===== src/sv/lsc_pkg.sv =====
// shared types and constants for the line segment clipper
// no dependencies
`timescale 1ns / 1ps
package lsc_pkg;
  localparam int CoordBits = 16;
  localparam int MaxPasses = 4;
  localparam int ProdBits = 2 * CoordBits + 2;
  localparam int DenBits = CoordBits + 1;

  localparam logic [3:0] CODE_LEFT = 4'd1;
  localparam logic [3:0] CODE_RIGHT = 4'd2;
  localparam logic [3:0] CODE_BOT = 4'd4;
  localparam logic [3:0] CODE_TOP = 4'd8;

  localparam logic [1:0] REG_X_MIN = 2'd0;
  localparam logic [1:0] REG_Y_MIN = 2'd1;
  localparam logic [1:0] REG_X_MAX = 2'd2;
  localparam logic [1:0] REG_Y_MAX = 2'd3;

  typedef logic signed [CoordBits-1:0] coord_t;

  typedef struct packed {
    coord_t start_x;
    coord_t start_y;
    coord_t end_x;
    coord_t end_y;
  } seg_in_t;

  typedef struct packed {
    logic visible;
    coord_t clipped_start_x;
    coord_t clipped_start_y;
    coord_t clipped_end_x;
    coord_t clipped_end_y;
  } seg_out_t;

  typedef struct packed {
    coord_t x_min;
    coord_t y_min;
    coord_t x_max;
    coord_t y_max;
  } window_t;

  // classified item handed from front to back
  typedef struct packed {
    seg_in_t seg;
    logic [3:0] code0;
    logic [3:0] code1;
  } job_t;

  typedef enum logic [2:0] {
    ST_IDLE, ST_CHECK, ST_MUL, ST_DIV, ST_FIX, ST_DONE
  } back_state_t;

  function automatic logic [3:0] outcode(coord_t x, coord_t y, window_t w);
    logic [3:0] c;
    c = 4'd0;
    if (w.x_min > x) c = c | CODE_LEFT;
    if (w.x_max < x) c = c | CODE_RIGHT;
    if (w.y_min > y) c = c | CODE_BOT;
    if (w.y_max < y) c = c | CODE_TOP;
    return c;
  endfunction
endpackage


===== src/sv/line_segment_clipper_unit.sv =====
// top level of the cohen-sutherland line clipper
// depends on lsc_pkg, lsc_front, lsc_back
`timescale 1ns / 1ps
// Clips one segment per transfer against the window held in four registers
// (x min, y min, x max, y max; written through cfg_we/cfg_index/cfg_data, which
// the user must do only while idle; the block does not enforce it). The front end
// takes a segment, computes both 4-bit outcodes and queues it in a two-entry
// fifo; the back end runs up to four clip passes. Each pass is a classify step,
// a multiply step that also starts the shared restoring divider, the divider
// run and an update step. A segment that is trivially accepted or rejected
// takes no pass. Intersections round to nearest, ties away from zero, and
// saturate to the coordinate range. A finished result sits in an output
// register so the next segment can start while it waits.
module line_segment_clipper_unit import lsc_pkg::*; (
  input  logic       clk,
  input  logic       rst,
  input  logic       cfg_we,
  input  logic [1:0] cfg_index,
  input  coord_t     cfg_data,
  input  logic       in_valid,
  output logic       in_ready,
  input  seg_in_t    in_data,
  output logic       out_valid,
  input  logic       out_ready,
  output seg_out_t   out_data
);
  window_t win;
  logic job_valid, job_ready;
  job_t job;

  // window registers
  always_ff @(posedge clk) begin
    if (rst) begin
      win.x_min <= CoordBits'(0);
      win.y_min <= CoordBits'(0);
      win.x_max <= CoordBits'(1023);
      win.y_max <= CoordBits'(1023);
    end else if (cfg_we) begin
      case (cfg_index)
        REG_X_MIN: win.x_min <= cfg_data;
        REG_Y_MIN: win.y_min <= cfg_data;
        REG_X_MAX: win.x_max <= cfg_data;
        REG_Y_MAX: win.y_max <= cfg_data;
        default: ;
      endcase
    end
  end

  lsc_front u_front (
    .clk(clk), .rst(rst), .win(win),
    .in_valid(in_valid), .in_ready(in_ready), .in_data(in_data),
    .job_valid(job_valid), .job_ready(job_ready), .job(job)
  );

  lsc_back u_back (
    .clk(clk), .rst(rst), .win(win),
    .job_valid(job_valid), .job_ready(job_ready), .job(job),
    .out_valid(out_valid), .out_ready(out_ready), .out_data(out_data)
  );
endmodule


===== src/sv/lsc_front.sv =====
// front part: takes segments, computes both outcodes, two-entry queue
// depends on lsc_pkg
`timescale 1ns / 1ps
module lsc_front import lsc_pkg::*; (
  input  logic    clk,
  input  logic    rst,
  input  window_t win,
  input  logic    in_valid,
  output logic    in_ready,
  input  seg_in_t in_data,
  output logic    job_valid,
  input  logic    job_ready,
  output job_t    job
);
  job_t q [2];
  logic wr_ptr, rd_ptr;
  logic [1:0] count;
  logic push, pop;
  job_t newjob;

  always_comb begin
    newjob.seg = in_data;
    newjob.code0 = outcode(in_data.start_x, in_data.start_y, win);
    newjob.code1 = outcode(in_data.end_x, in_data.end_y, win);
  end

  assign in_ready = (count != 2'd2);
  assign push = in_valid && in_ready;
  assign job_valid = (count != 2'd0);
  assign pop = job_valid && job_ready;
  assign job = q[rd_ptr];

  always_ff @(posedge clk) begin
    if (push) q[wr_ptr] <= newjob;
  end

  always_ff @(posedge clk) begin
    if (rst) begin
      wr_ptr <= 1'b0;
      rd_ptr <= 1'b0;
      count <= 2'd0;
    end else begin
      if (push) wr_ptr <= ~wr_ptr;
      if (pop) rd_ptr <= ~rd_ptr;
      count <= count + {1'b0, push} - {1'b0, pop};
    end
  end

`ifndef SYNTHESIS
  a_no_overflow: assert property (@(posedge clk) disable iff (rst)
    count == 2'd2 |-> !push) else $error("queue overflow");
  a_count_range: assert property (@(posedge clk) disable iff (rst)
    count != 2'd3) else $error("bad count");
  a_count_step: assert property (@(posedge clk) disable iff (rst)
    push && !pop |=> count == $past(count) + 2'd1) else $error("count step");
`endif
endmodule


===== src/sv/lsc_divider.sv =====
// restoring serial divider, one quotient bit per cycle, unsigned
// depends on lsc_pkg
`timescale 1ns / 1ps
module lsc_divider import lsc_pkg::*; (
  input  logic                 clk,
  input  logic                 rst,
  input  logic                 start,
  input  logic [ProdBits-1:0]  dividend,
  input  logic [DenBits-1:0]   divisor,
  output logic                 done,
  output logic [ProdBits-1:0]  quotient,
  output logic [DenBits-1:0]   remainder
);
  localparam int CntBits = $clog2(ProdBits + 1);
  logic [CntBits-1:0] cnt;
  logic busy;
  logic [ProdBits-1:0] num;
  logic [DenBits-1:0] den;
  logic [DenBits:0] trial;

  assign trial = {remainder, num[ProdBits-1]} - {1'b0, den};

  always_ff @(posedge clk) begin
    if (start) begin
      num <= dividend;
      den <= divisor;
      remainder <= '0;
      quotient <= '0;
    end else if (busy) begin
      num <= num << 1;
      if (!trial[DenBits]) begin
        remainder <= trial[DenBits-1:0];
        quotient <= {quotient[ProdBits-2:0], 1'b1};
      end else begin
        remainder <= {remainder[DenBits-2:0], num[ProdBits-1]};
        quotient <= {quotient[ProdBits-2:0], 1'b0};
      end
    end
  end

  always_ff @(posedge clk) begin
    if (rst) begin
      busy <= 1'b0;
      cnt <= '0;
      done <= 1'b0;
    end else begin
      done <= 1'b0;
      if (start) begin
        busy <= 1'b1;
        cnt <= CntBits'(ProdBits);
      end else if (busy) begin
        cnt <= cnt - 1'b1;
        if (cnt == CntBits'(1)) begin
          busy <= 1'b0;
          done <= 1'b1;
        end
      end
    end
  end
endmodule


===== src/sv/lsc_back.sv =====
// back part: clip passes with shared multiplier and serial divider, result register
// depends on lsc_pkg, lsc_divider
`timescale 1ns / 1ps
module lsc_back import lsc_pkg::*; (
  input  logic     clk,
  input  logic     rst,
  input  window_t  win,
  input  logic     job_valid,
  output logic     job_ready,
  input  job_t     job,
  output logic     out_valid,
  input  logic     out_ready,
  output seg_out_t out_data
);
  localparam logic signed [ProdBits+1:0] SumMax = (ProdBits+2)'(2**(CoordBits-1) - 1);
  localparam logic signed [ProdBits+1:0] SumMin = (ProdBits+2)'(-(2**(CoordBits-1)));

  back_state_t state, state_next;
  coord_t p0x, p0y, p1x, p1y;
  logic [3:0] c0, c1;
  logic [2:0] pass;
  logic rejected;

  // pass operands
  logic k;
  logic [3:0] c;
  logic horiz;
  coord_t edge_v, base;
  logic signed [CoordBits:0] dx, dy, pnum, qnum, dnum;
  logic signed [ProdBits-1:0] prod;
  logic [ProdBits-1:0] prod_mag;
  logic neg;
  logic [DenBits-1:0] den_mag;

  // registered pass context
  logic k_r, horiz_r, neg_r;
  coord_t edge_r, base_r;
  logic signed [CoordBits:0] pnum_r, qnum_r;
  logic [DenBits-1:0] den_r;

  logic div_start, div_done;
  logic [ProdBits-1:0] quo;
  logic [DenBits-1:0] rem;

  logic [ProdBits-1:0] quo_rnd;
  logic signed [ProdBits+1:0] sum;
  coord_t moved;
  coord_t nx, ny;

  logic busy_pass_done;

  always_comb begin
    k = (c0 == 4'd0);
    c = k ? c1 : c0;
    horiz = (c & (CODE_LEFT | CODE_RIGHT)) != 4'd0;
    dx = {p0x[CoordBits-1], p0x} - {p1x[CoordBits-1], p1x};
    dy = {p0y[CoordBits-1], p0y} - {p1y[CoordBits-1], p1y};
    if (horiz) begin
      edge_v = (c & CODE_LEFT) != 4'd0 ? win.x_min : win.x_max;
      base = k ? p1y : p0y;
      pnum = dy;
      qnum = {edge_v[CoordBits-1], edge_v} - (k ? {p1x[CoordBits-1], p1x}
                                                : {p0x[CoordBits-1], p0x});
      dnum = dx;
    end else begin
      edge_v = (c & CODE_BOT) != 4'd0 ? win.y_min : win.y_max;
      base = k ? p1x : p0x;
      pnum = dx;
      qnum = {edge_v[CoordBits-1], edge_v} - (k ? {p1y[CoordBits-1], p1y}
                                                : {p0y[CoordBits-1], p0y});
      dnum = dy;
    end
    neg = ((pnum < 0) != (qnum < 0)) != (dnum < 0);
    den_mag = dnum < 0 ? DenBits'(-dnum) : DenBits'(dnum);
  end

  // multiply in its own cycle from registered operands, straight into the divider
  assign prod = ProdBits'(pnum_r) * ProdBits'(qnum_r);
  assign prod_mag = prod < 0 ? ProdBits'(-prod) : ProdBits'(prod);

  lsc_divider u_div (
    .clk(clk), .rst(rst), .start(div_start),
    .dividend(prod_mag), .divisor(den_r),
    .done(div_done), .quotient(quo), .remainder(rem)
  );

  always_comb begin
    quo_rnd = quo + ProdBits'({rem, 1'b0} >= {1'b0, den_r});
    if (den_r == '0)
      sum = (ProdBits+2)'(base_r);
    else if (neg_r)
      sum = (ProdBits+2)'(base_r) - (ProdBits+2)'(quo_rnd);
    else
      sum = (ProdBits+2)'(base_r) + (ProdBits+2)'(quo_rnd);
    if (sum > SumMax)
      moved = {1'b0, {(CoordBits-1){1'b1}}};
    else if (sum < SumMin)
      moved = {1'b1, {(CoordBits-1){1'b0}}};
    else
      moved = sum[CoordBits-1:0];
    nx = horiz_r ? edge_r : moved;
    ny = horiz_r ? moved : edge_r;
  end

  assign busy_pass_done = (c0 | c1) == 4'd0 || (c0 & c1) != 4'd0
                          || pass == 3'(MaxPasses);

  always_comb begin
    state_next = state;
    case (state)
      ST_IDLE: if (job_valid) state_next = ST_CHECK;
      ST_CHECK: state_next = busy_pass_done ? ST_DONE : ST_MUL;
      ST_MUL: state_next = ST_DIV;
      ST_DIV: if (div_done) state_next = ST_FIX;
      ST_FIX: state_next = ST_CHECK;
      ST_DONE: if (!out_valid || out_ready) state_next = ST_IDLE;
      default: state_next = ST_IDLE;
    endcase
  end

  always_comb begin
    job_ready = (state == ST_IDLE);
    div_start = (state == ST_MUL);
  end

  always_ff @(posedge clk) begin
    if (rst) state <= ST_IDLE;
    else state <= state_next;
  end

  always_ff @(posedge clk) begin
    case (state)
      ST_IDLE: if (job_valid) begin
        p0x <= job.seg.start_x; p0y <= job.seg.start_y;
        p1x <= job.seg.end_x; p1y <= job.seg.end_y;
        c0 <= job.code0; c1 <= job.code1;
        pass <= '0;
      end
      ST_CHECK: begin
        rejected <= (c0 & c1) != 4'd0;
        k_r <= k; horiz_r <= horiz; neg_r <= neg;
        edge_r <= edge_v; base_r <= base;
        pnum_r <= pnum; qnum_r <= qnum; den_r <= den_mag;
      end
      ST_FIX: begin
        pass <= pass + 3'd1;
        if (k_r) begin
          p1x <= nx; p1y <= ny; c1 <= outcode(nx, ny, win);
        end else begin
          p0x <= nx; p0y <= ny; c0 <= outcode(nx, ny, win);
        end
      end
      default: ;
    endcase
  end

  // output register
  always_ff @(posedge clk) begin
    if (rst) out_valid <= 1'b0;
    else if (state == ST_DONE && (!out_valid || out_ready)) out_valid <= 1'b1;
    else if (out_ready) out_valid <= 1'b0;
  end

  always_ff @(posedge clk) begin
    if (state == ST_DONE && (!out_valid || out_ready)) begin
      out_data.visible <= !rejected && (c0 | c1) == 4'd0;
      out_data.clipped_start_x <= p0x;
      out_data.clipped_start_y <= p0y;
      out_data.clipped_end_x <= p1x;
      out_data.clipped_end_y <= p1y;
    end
  end

`ifndef SYNTHESIS
  a_pass_limit: assert property (@(posedge clk) disable iff (rst)
    state == ST_MUL |-> pass < 3'(MaxPasses)) else $error("too many passes");
  a_div_only_in_div: assert property (@(posedge clk) disable iff (rst)
    div_done |-> state == ST_DIV) else $error("stray divider done");
  a_visible_clean: assert property (@(posedge clk) disable iff (rst)
    out_valid && !$past(out_valid) && out_data.visible |->
    $past((c0 | c1) == 4'd0)) else $error("visible with outside endpoint");
`endif
endmodule

===== config.mk =====
export PLATFORM = sky130hd
export DESIGN_NAME = line_segment_clipper_unit
export DESIGN_NICKNAME = d
export VERILOG_FILES = /design/src/sv/lsc_pkg.sv /design/src/sv/line_segment_clipper_unit.sv /design/src/sv/lsc_front.sv /design/src/sv/lsc_divider.sv /design/src/sv/lsc_back.sv
export SDC_FILE = /design/constraint.sdc
export NUM_CORES = 2
export LEC_CHECK = 0
export ABC_AREA = 1
export BUFFER_PORTS_ARGS = -buffer_cell sky130_fd_sc_hd__buf_2
export CAP_MARGIN = 10
export CORE_ASPECT_RATIO = 0.5
export CORE_UTILIZATION = 35
export DETAILED_ROUTE_END_ITERATION = 10
export PLACE_DENSITY = 0.59
export RECOVER_POWER = 100
export SYNTH_ARGS = -nofsm -noshare
export SYNTH_HDL_FRONTEND = slang
export SYNTH_SLANG_ARGS = --single-unit
export TNS_END_PERCENT = 20

===== constraint.sdc =====
create_clock -name clk -period 20.8 [get_ports clk]
set_clock_uncertainty 0.05 [all_clocks]
set_input_delay 4.16 -clock clk [delete_from_list [all_inputs] [get_ports clk]]
set_output_delay 4.16 -clock clk [all_outputs]
set_load 0.02 [all_outputs]

After elaboration in Yosys (flattened, before gate mapping)
Memory sizes are Yosys's and may differ from the RTL's. A register that Yosys moved wholly into a read port is not among the register bits.
Cells that the tools add are included.
{ "word_totals": {"reg_bits": 409, "elab_cells": 199, "memories": 1, "out_inout_bits": 67, "inputBits": 87, "mem_bits_rw": 144} }
{ "memory_table": {"columns": ["memory", "depth", "width", "rd", "rd_clocked_by_memory_dff", "wr", "line_no", "source"], "rows": [
  ["u_front.q", 2, 72, 1, 1, 1, "lsc_front.sv:15", "job_t q [2];"]
]} }
{ "classes": {"muxes": 73, "n_lt_le_gt_ge": 19, "n_addsub": 14, "eq_ne": 18, "n_reduce_logical": 30, "n_bitwise": 5, "n_mul": 1} }
{ "op_table": {"columns": ["cell", "n"], "rows": [
  ["16-bit 2-to-1 mux", 18],
  ["16-bit case mux with 2 select lines", 4],
  ["17-bit 2-to-1 mux", 7],
  ["34-bit 2-to-1 mux", 3],
  ["16-bit greater-than comparator", 6],
  ["16-bit less-than comparator", 6],
  ["36-bit 2-to-1 mux", 2],
  ["17-bit by 1-bit less-than comparator with 1-bit output, second input constant", 3],
  ["16-bit by 35-bit adder with 36-bit output", 1],
  ["36-bit by 16-bit greater-than comparator with 1-bit output, second input constant", 1],
  ["36-bit by 16-bit less-than comparator with 1-bit output, second input constant", 1],
  ["16-bit by 35-bit subtractor with 36-bit output", 1],
  ["34-bit by 1-bit adder with 34-bit output", 1],
  ["34-bit by 1-bit less-than comparator with 1-bit output, second input constant", 1],
  ["17-bit by 17-bit multiplier with 34-bit output", 1],
  ["34-bit negation", 1],
  ["16-bit by 16-bit subtractor with 17-bit output", 2],
  ["17-bit subtractor", 2],
  ["4-bit 2-to-1 mux", 7],
  ["3-bit 2-to-1 mux", 9],
  ["18-bit by 17-bit >= comparator with 1-bit output", 1],
  ["3-bit case mux with 6 select lines", 1],
  ["18-bit by 17-bit subtractor with 18-bit output", 1],
  ["17-bit zero test", 1],
  ["34 further kinds", 79]
]} }

Logic depth before layout (Yosys ltp)
{ "depth": {"ltp_word": 16, "ltp_mapped": 63, "depth_no_buf": 62} }

Cells and area by module
Synthesis repeated with hierarchy kept, for this count alone.
{ "unflattened": {"cells_unflattened": 6024, "area_unflattened_um2": 48291.3} }
{ "modules_own_cells": {"columns": ["mod", "area_per_inst_um2", "n_inst", "cells_each", "seq_area_each_um2"], "rows": [
  ["lsc_back", 31571.5, 1, 4193, 6896.6],
  ["lsc_front", 8625.8, 1, 778, 4424.2],
  ["lsc_divider", 5539.1, 1, 678, 2712.6],
  ["line_segment_clipper_unit", 2555.0, 1, 375, 1281.2]
]} }

Worst setup path before layout
No wires, ideal clock.
{ "synth_path": {"path_type": "input-to-reg", "startpoint": "input port in_valid", "endpoint": "memory u_front.q[1][0] (netlist bit), enable pin", "slack_ns": 12.963, "t_required_ns": 20.246, "path_stages": 2, "setup_ns": 0.504, "arrival_ns": 7.283, "path_buffers": 0, "path_cell_list": "nand2_1 > nor2_1"} }
{ "synth_via": {"elab_chain_len": 3} }
{ "synth_rtl": {"columns": ["element", "line_no", "source"], "rows": [
  ["start: declaration", "line_segment_clipper_unit.sv:20", "input logic in_valid,"],
  ["1-bit logical AND", "lsc_front.sv:28", "assign push = in_valid && in_ready;"],
  ["1-bit 2-to-1 mux", "lsc_front.sv:34", "if (push) q[wr_ptr] <= newjob;"],
  ["1-bit 2-to-1 mux (implied by the code)", "lsc_front.sv:34", null],
  ["end: declaration", "lsc_front.sv:15", null]
]} }
No other way between the ends.

Worst setup path after layout
{ "layout_path": {"startpoint": "register u_back.den_r[1]", "endpoint": "register u_back.c1[0], data pin"} }
{ "layout_via": {"elab_chain_len": 16, "word_cells_on_any_way": 19, "cone_classes": "add/sub: 3; order compare: 4; mux: 11; reduce/logical: 1"} }
{ "layout_rtl": {"columns": ["element", "line_no", "source"], "rows": [
  ["start: declaration", "lsc_back.sv:39", "logic [DenBits-1:0] den_r;"],
  ["start signal: assignment", "lsc_back.sv:143", "pnum_r <= pnum; qnum_r <= qnum; den_r <= den_mag;"],
  ["18-bit by 17-bit >= comparator with 1-bit output", "lsc_back.sv:88", "quo_rnd = quo + ProdBits'({rem, 1'b0} >= {1'b0, den_r});"],
  ["34-bit by 1-bit adder with 34-bit output", "lsc_back.sv:88", null],
  ["16-bit by 35-bit adder with 36-bit output / 16-bit by 35-bit subtractor with 36-bit output (equally long branches)", "lsc_back.sv:94, lsc_back.sv:92", null],
  ["36-bit 2-to-1 mux", "lsc_back.sv:91", "else if (neg_r)"],
  ["36-bit 2-to-1 mux (*)", "lsc_back.sv:89", "if (den_r == '0)"],
  ["36-bit by 16-bit less-than comparator with 1-bit output", "lsc_back.sv:97", "else if (sum < SumMin)"],
  ["16-bit 2-to-1 mux", "lsc_back.sv:97", null],
  ["16-bit 2-to-1 mux (*)", "lsc_back.sv:95", "if (sum > SumMax)"],
  ["16-bit 2-to-1 mux (*)", "lsc_back.sv:101", "nx = horiz_r ? edge_r : moved;"],
  ["16-bit greater-than comparator (*)", "lsc_pkg.sv:58", "if (w.x_min > x) c = c | CODE_LEFT;"],
  ["1-bit 2-to-1 mux (*)", "lsc_pkg.sv:58", null],
  ["2-bit 2-to-1 mux (*)", "lsc_pkg.sv:59", "if (w.x_max < x) c = c | CODE_RIGHT;"],
  ["3-bit 2-to-1 mux (*)", "lsc_pkg.sv:60", "if (w.y_min > y) c = c | CODE_BOT;"],
  ["4-bit 2-to-1 mux (*)", "lsc_pkg.sv:61", "if (w.y_max < y) c = c | CODE_TOP;"],
  ["4-bit 2-to-1 mux (*)", "lsc_back.sv:147", "if (k_r) begin"],
  ["4-bit case mux with 2 select lines (*)", "lsc_back.sv:132", "case (state)"],
  ["end signal: assignment", "lsc_back.sv:136", "c0 <= job.code0; c1 <= job.code1;"],
  ["end signal: assignment", "lsc_back.sv:148", "p1x <= nx; p1y <= ny; c1 <= outcode(nx, ny, win);"],
  ["end: declaration", "lsc_back.sv:20", "logic [3:0] c0, c1;"]
]} }
Every way passes the cells marked *; elsewhere a longest branch is shown, timed or not. The select of a mux whose other input is x is not followed.
A chain may end at the register's enable or synchronous reset.

==> results_dict.tcl <==
set metrics [dict create \
    rsz0062_at_grt "false" \
    cp_common_cell "nand2_1" \
    cts_num_sinks 554 \
    drt_first_pass_iters 6 \
    setup_violations 0 \
    first_global_vias 35304 \
    portBuffers 153 \
    vias 37378 \
    maxSlewHeadroom -1.122 \
    synth.ff_latch_count 554 \
    postSynthAreaPerCell_um2 8.307 \
    cts_root_buf "clkbuf_16" \
    fp.dieArea_um2 134600 \
    start_kind "flip-flop" \
    worstPathArrival_ns 10.24 \
    register_area_um2 15320 \
    dieHeight_um 259.9 \
    path_class "flip-flop to flip-flop" \
    start_util 0.3535 \
    fin_crit_sh 0.4745 \
    synth_ff_type "edfxtp_1" \
    tightest_slew_ns 3.183 \
    syn_nets 6401 \
    multi_input_area_um2 26760 \
    syn_to_final_growth_pct 9.176 \
    dieWidth_um 517.9 \
    drv_cap 19 \
    ys_seq_area_frac 0.3289 \
    synth_top_cells_by_count "nand2_1 (1327), inv_1 (989), edfxtp_1 (422)" \
    drive_above_1_share 0.03956 \
    yosysUniqueCellTypes 60 \
    wl_per_cell_um 18.86 \
    core_um2 131700 \
    avgViaCountPerCell 4.974 \
    final.setup.tns_ns 0 \
    drt_iter0_drc 3157 \
    clkSlewWorstSetupHoldPaths_ns 0.07 \
    clk_latency_ns 0.66 \
    synth_edf_count 422 \
    antenna_found_initial 5 \
    nNetsFinal 6487 \
    wl_um 141700 \
    crit_path_max_incr_delay_ns 0.45 \
    h-tree-depth 2 \
    cts_resized 0 \
    cp_slowest_cell "or4_1" \
    gp_congestion 0.9725 \
    violations "max-capacitance violations, max-slew violations" \
    grt_start_max_net_pins 73 \
    cp_max_fo 16 \
    grt_overflow 0 \
    grt_use_total 0.2067 \
    tritoncts "built" \
    numCtsBuffers 55 \
    fin_util 0.3860 \
    synthArstFlopShare 0 \
    netlist_instances 5606 \
    grt_pass1_wl_um 213000 \
    status "finished with violations" \
    final_antenna_net_count 0 \
    fill_cells 13603 \
    hold_viol 0 \
    yosysTopAreaCell "edfxtp_1" \
    place_hpwl_um 111800 \
    min_path_type "flip-flop to flip-flop" \
    cts_setup_buffers 0 \
    synth_area_leaders "edfxtp_1 (27%), fa_1 (13%), ha_1 (11%), nand2_1 (11%), inv_1 (8.0%)" \
    fmax_ghz 0.1013 \
    pin_count 154 \
    crit_required_ns 21.17 \
    ys_warn_count 0 \
    ctsHoldBuffers 0 \
    cp-end-kind "flip-flop" \
    slew_violations 804 \
    synth_top_area_frac 0.2721 \
    synth_area_um2 46570 \
    min_period_ns 9.870 \
    rows 94 \
    yosysMostFrequentCell "nand2_1" \
    cts_buffer_depth 3 \
    drcViolationCount 0 \
]
worst max-delay path, delay by kind of cell (launching register included):
kind	cells	cell delay, ns
AOI/OAI and AO/OA	15	2.42
buffers and inverters	4	0.25
DFF	1	0.37
adders and majority gates	5	1.54
xor gates and xnor gates	2	0.50
and+or+nand+nor	26	4.49
worst paths after layout:
path,start,end,slack (ns),cells after the start
worst max-delay path,u_back.den_r[1]$_DFFE_PN_,u_back.c1[0]$_DFFE_PP_,10.93,52
worst min-delay path,u_front.rd_ptr$_SDFFE_PP0P_,flip-flop,0.39,1
worst max register to register,u_back.den_r[1]$_DFFE_PN_,u_back.c1[0]$_DFFE_PP_,10.93,52
worst min register to register,u_front.rd_ptr$_SDFFE_PP0P_,flip-flop,0.39,1
state kept, by name, summed over array words and instances, names as in the netlist, 2 cells and up, named ones only:
register and flops:
u_back.u_div.quotient 34, u_back.state 3, u_back.edge_r 16, u_back.c1 4, u_back.pass 3, u_back.p0x 16
u_back.p1y 16, u_back.p0y 16, u_back.u_div.num 34, u_back.out_data 65, u_back.qnum_r 17, u_back.pnum_r 17
u_front.q 144, u_back.base_r 16, u_front.count 2, u_back.u_div.remainder 17, u_back.c0 4, u_back.den_r 17
u_back.p1x 16, u_back.u_div.cnt 6, u_back.u_div.den 17, win 64
per-layer routing:
metal	vias up	wire, um	global-route usage
met4	2	4463	0.06003
met3	213	9293	0.02769
met2	1098	63750	0.3366
met5	-	14	0
li1	18284	-	-
met1	17781	64170	0.2865
through the flow:
step	cells	worst slack [ns]	hold slack, ns	cell area [um2]
floorplan	5606	12.96	0.3757	46570
global placement	7411	11.66	0.3728	49330
detailed placement	7411	11.59	0.3800	49330
CTS	7514	11.55	0.3905	51220
global route	7514	9.929	0.4074	50840
finish	7515	10.93	0.3912	50840
layout make-up:
type                       count  share of cell area
sequential                   554              0.3013
clock inverter                37            0.008613
antenna                        1          0.00004922
inverter                     998             0.07368
multi-input combinational   3880              0.5264
timing repair buffer         203             0.01779
clock buffer                  66             0.02847
tap                         1776             0.04371
cell usage in the layout, fill, tap and decap left out, drive strengths merged, types with 9 or more instances in the layout:
cell type,n
nand4,37
dfxtp,132
inv,994
a22oi,37
nand2,1349
xnor2,63
a31oi,20
nor4,14
o21a,9
nand3b,20
nor3,56
a211oi,17
o21ai,401
clkbuf,217
nand3,168
fa,302
edfxtp,422
clkinv,31
o21bai,17
mux2i,80
or2,57
o211ai,10
nor2,376
o32ai,10
xor2,117
buf,52
ha,406
a21oi,238
kinds of logic after synthesis:
kind of cell | count (synthesis) | synth area share
and+or+nand+nor | 2089 | 0.1862
buffers and inverters | 1172 | 0.09490
AOI/OAI and AO/OA | 815 | 0.09818
adders and majority gates | 708 | 0.2389
DFF | 554 | 0.3289
xor gates and xnor gates | 180 | 0.03385
muxes | 88 | 0.01913
Power is left out: the tool's default activity adds up to more than one toggle a clock period on the data nets, which glitch-free logic cannot reach.
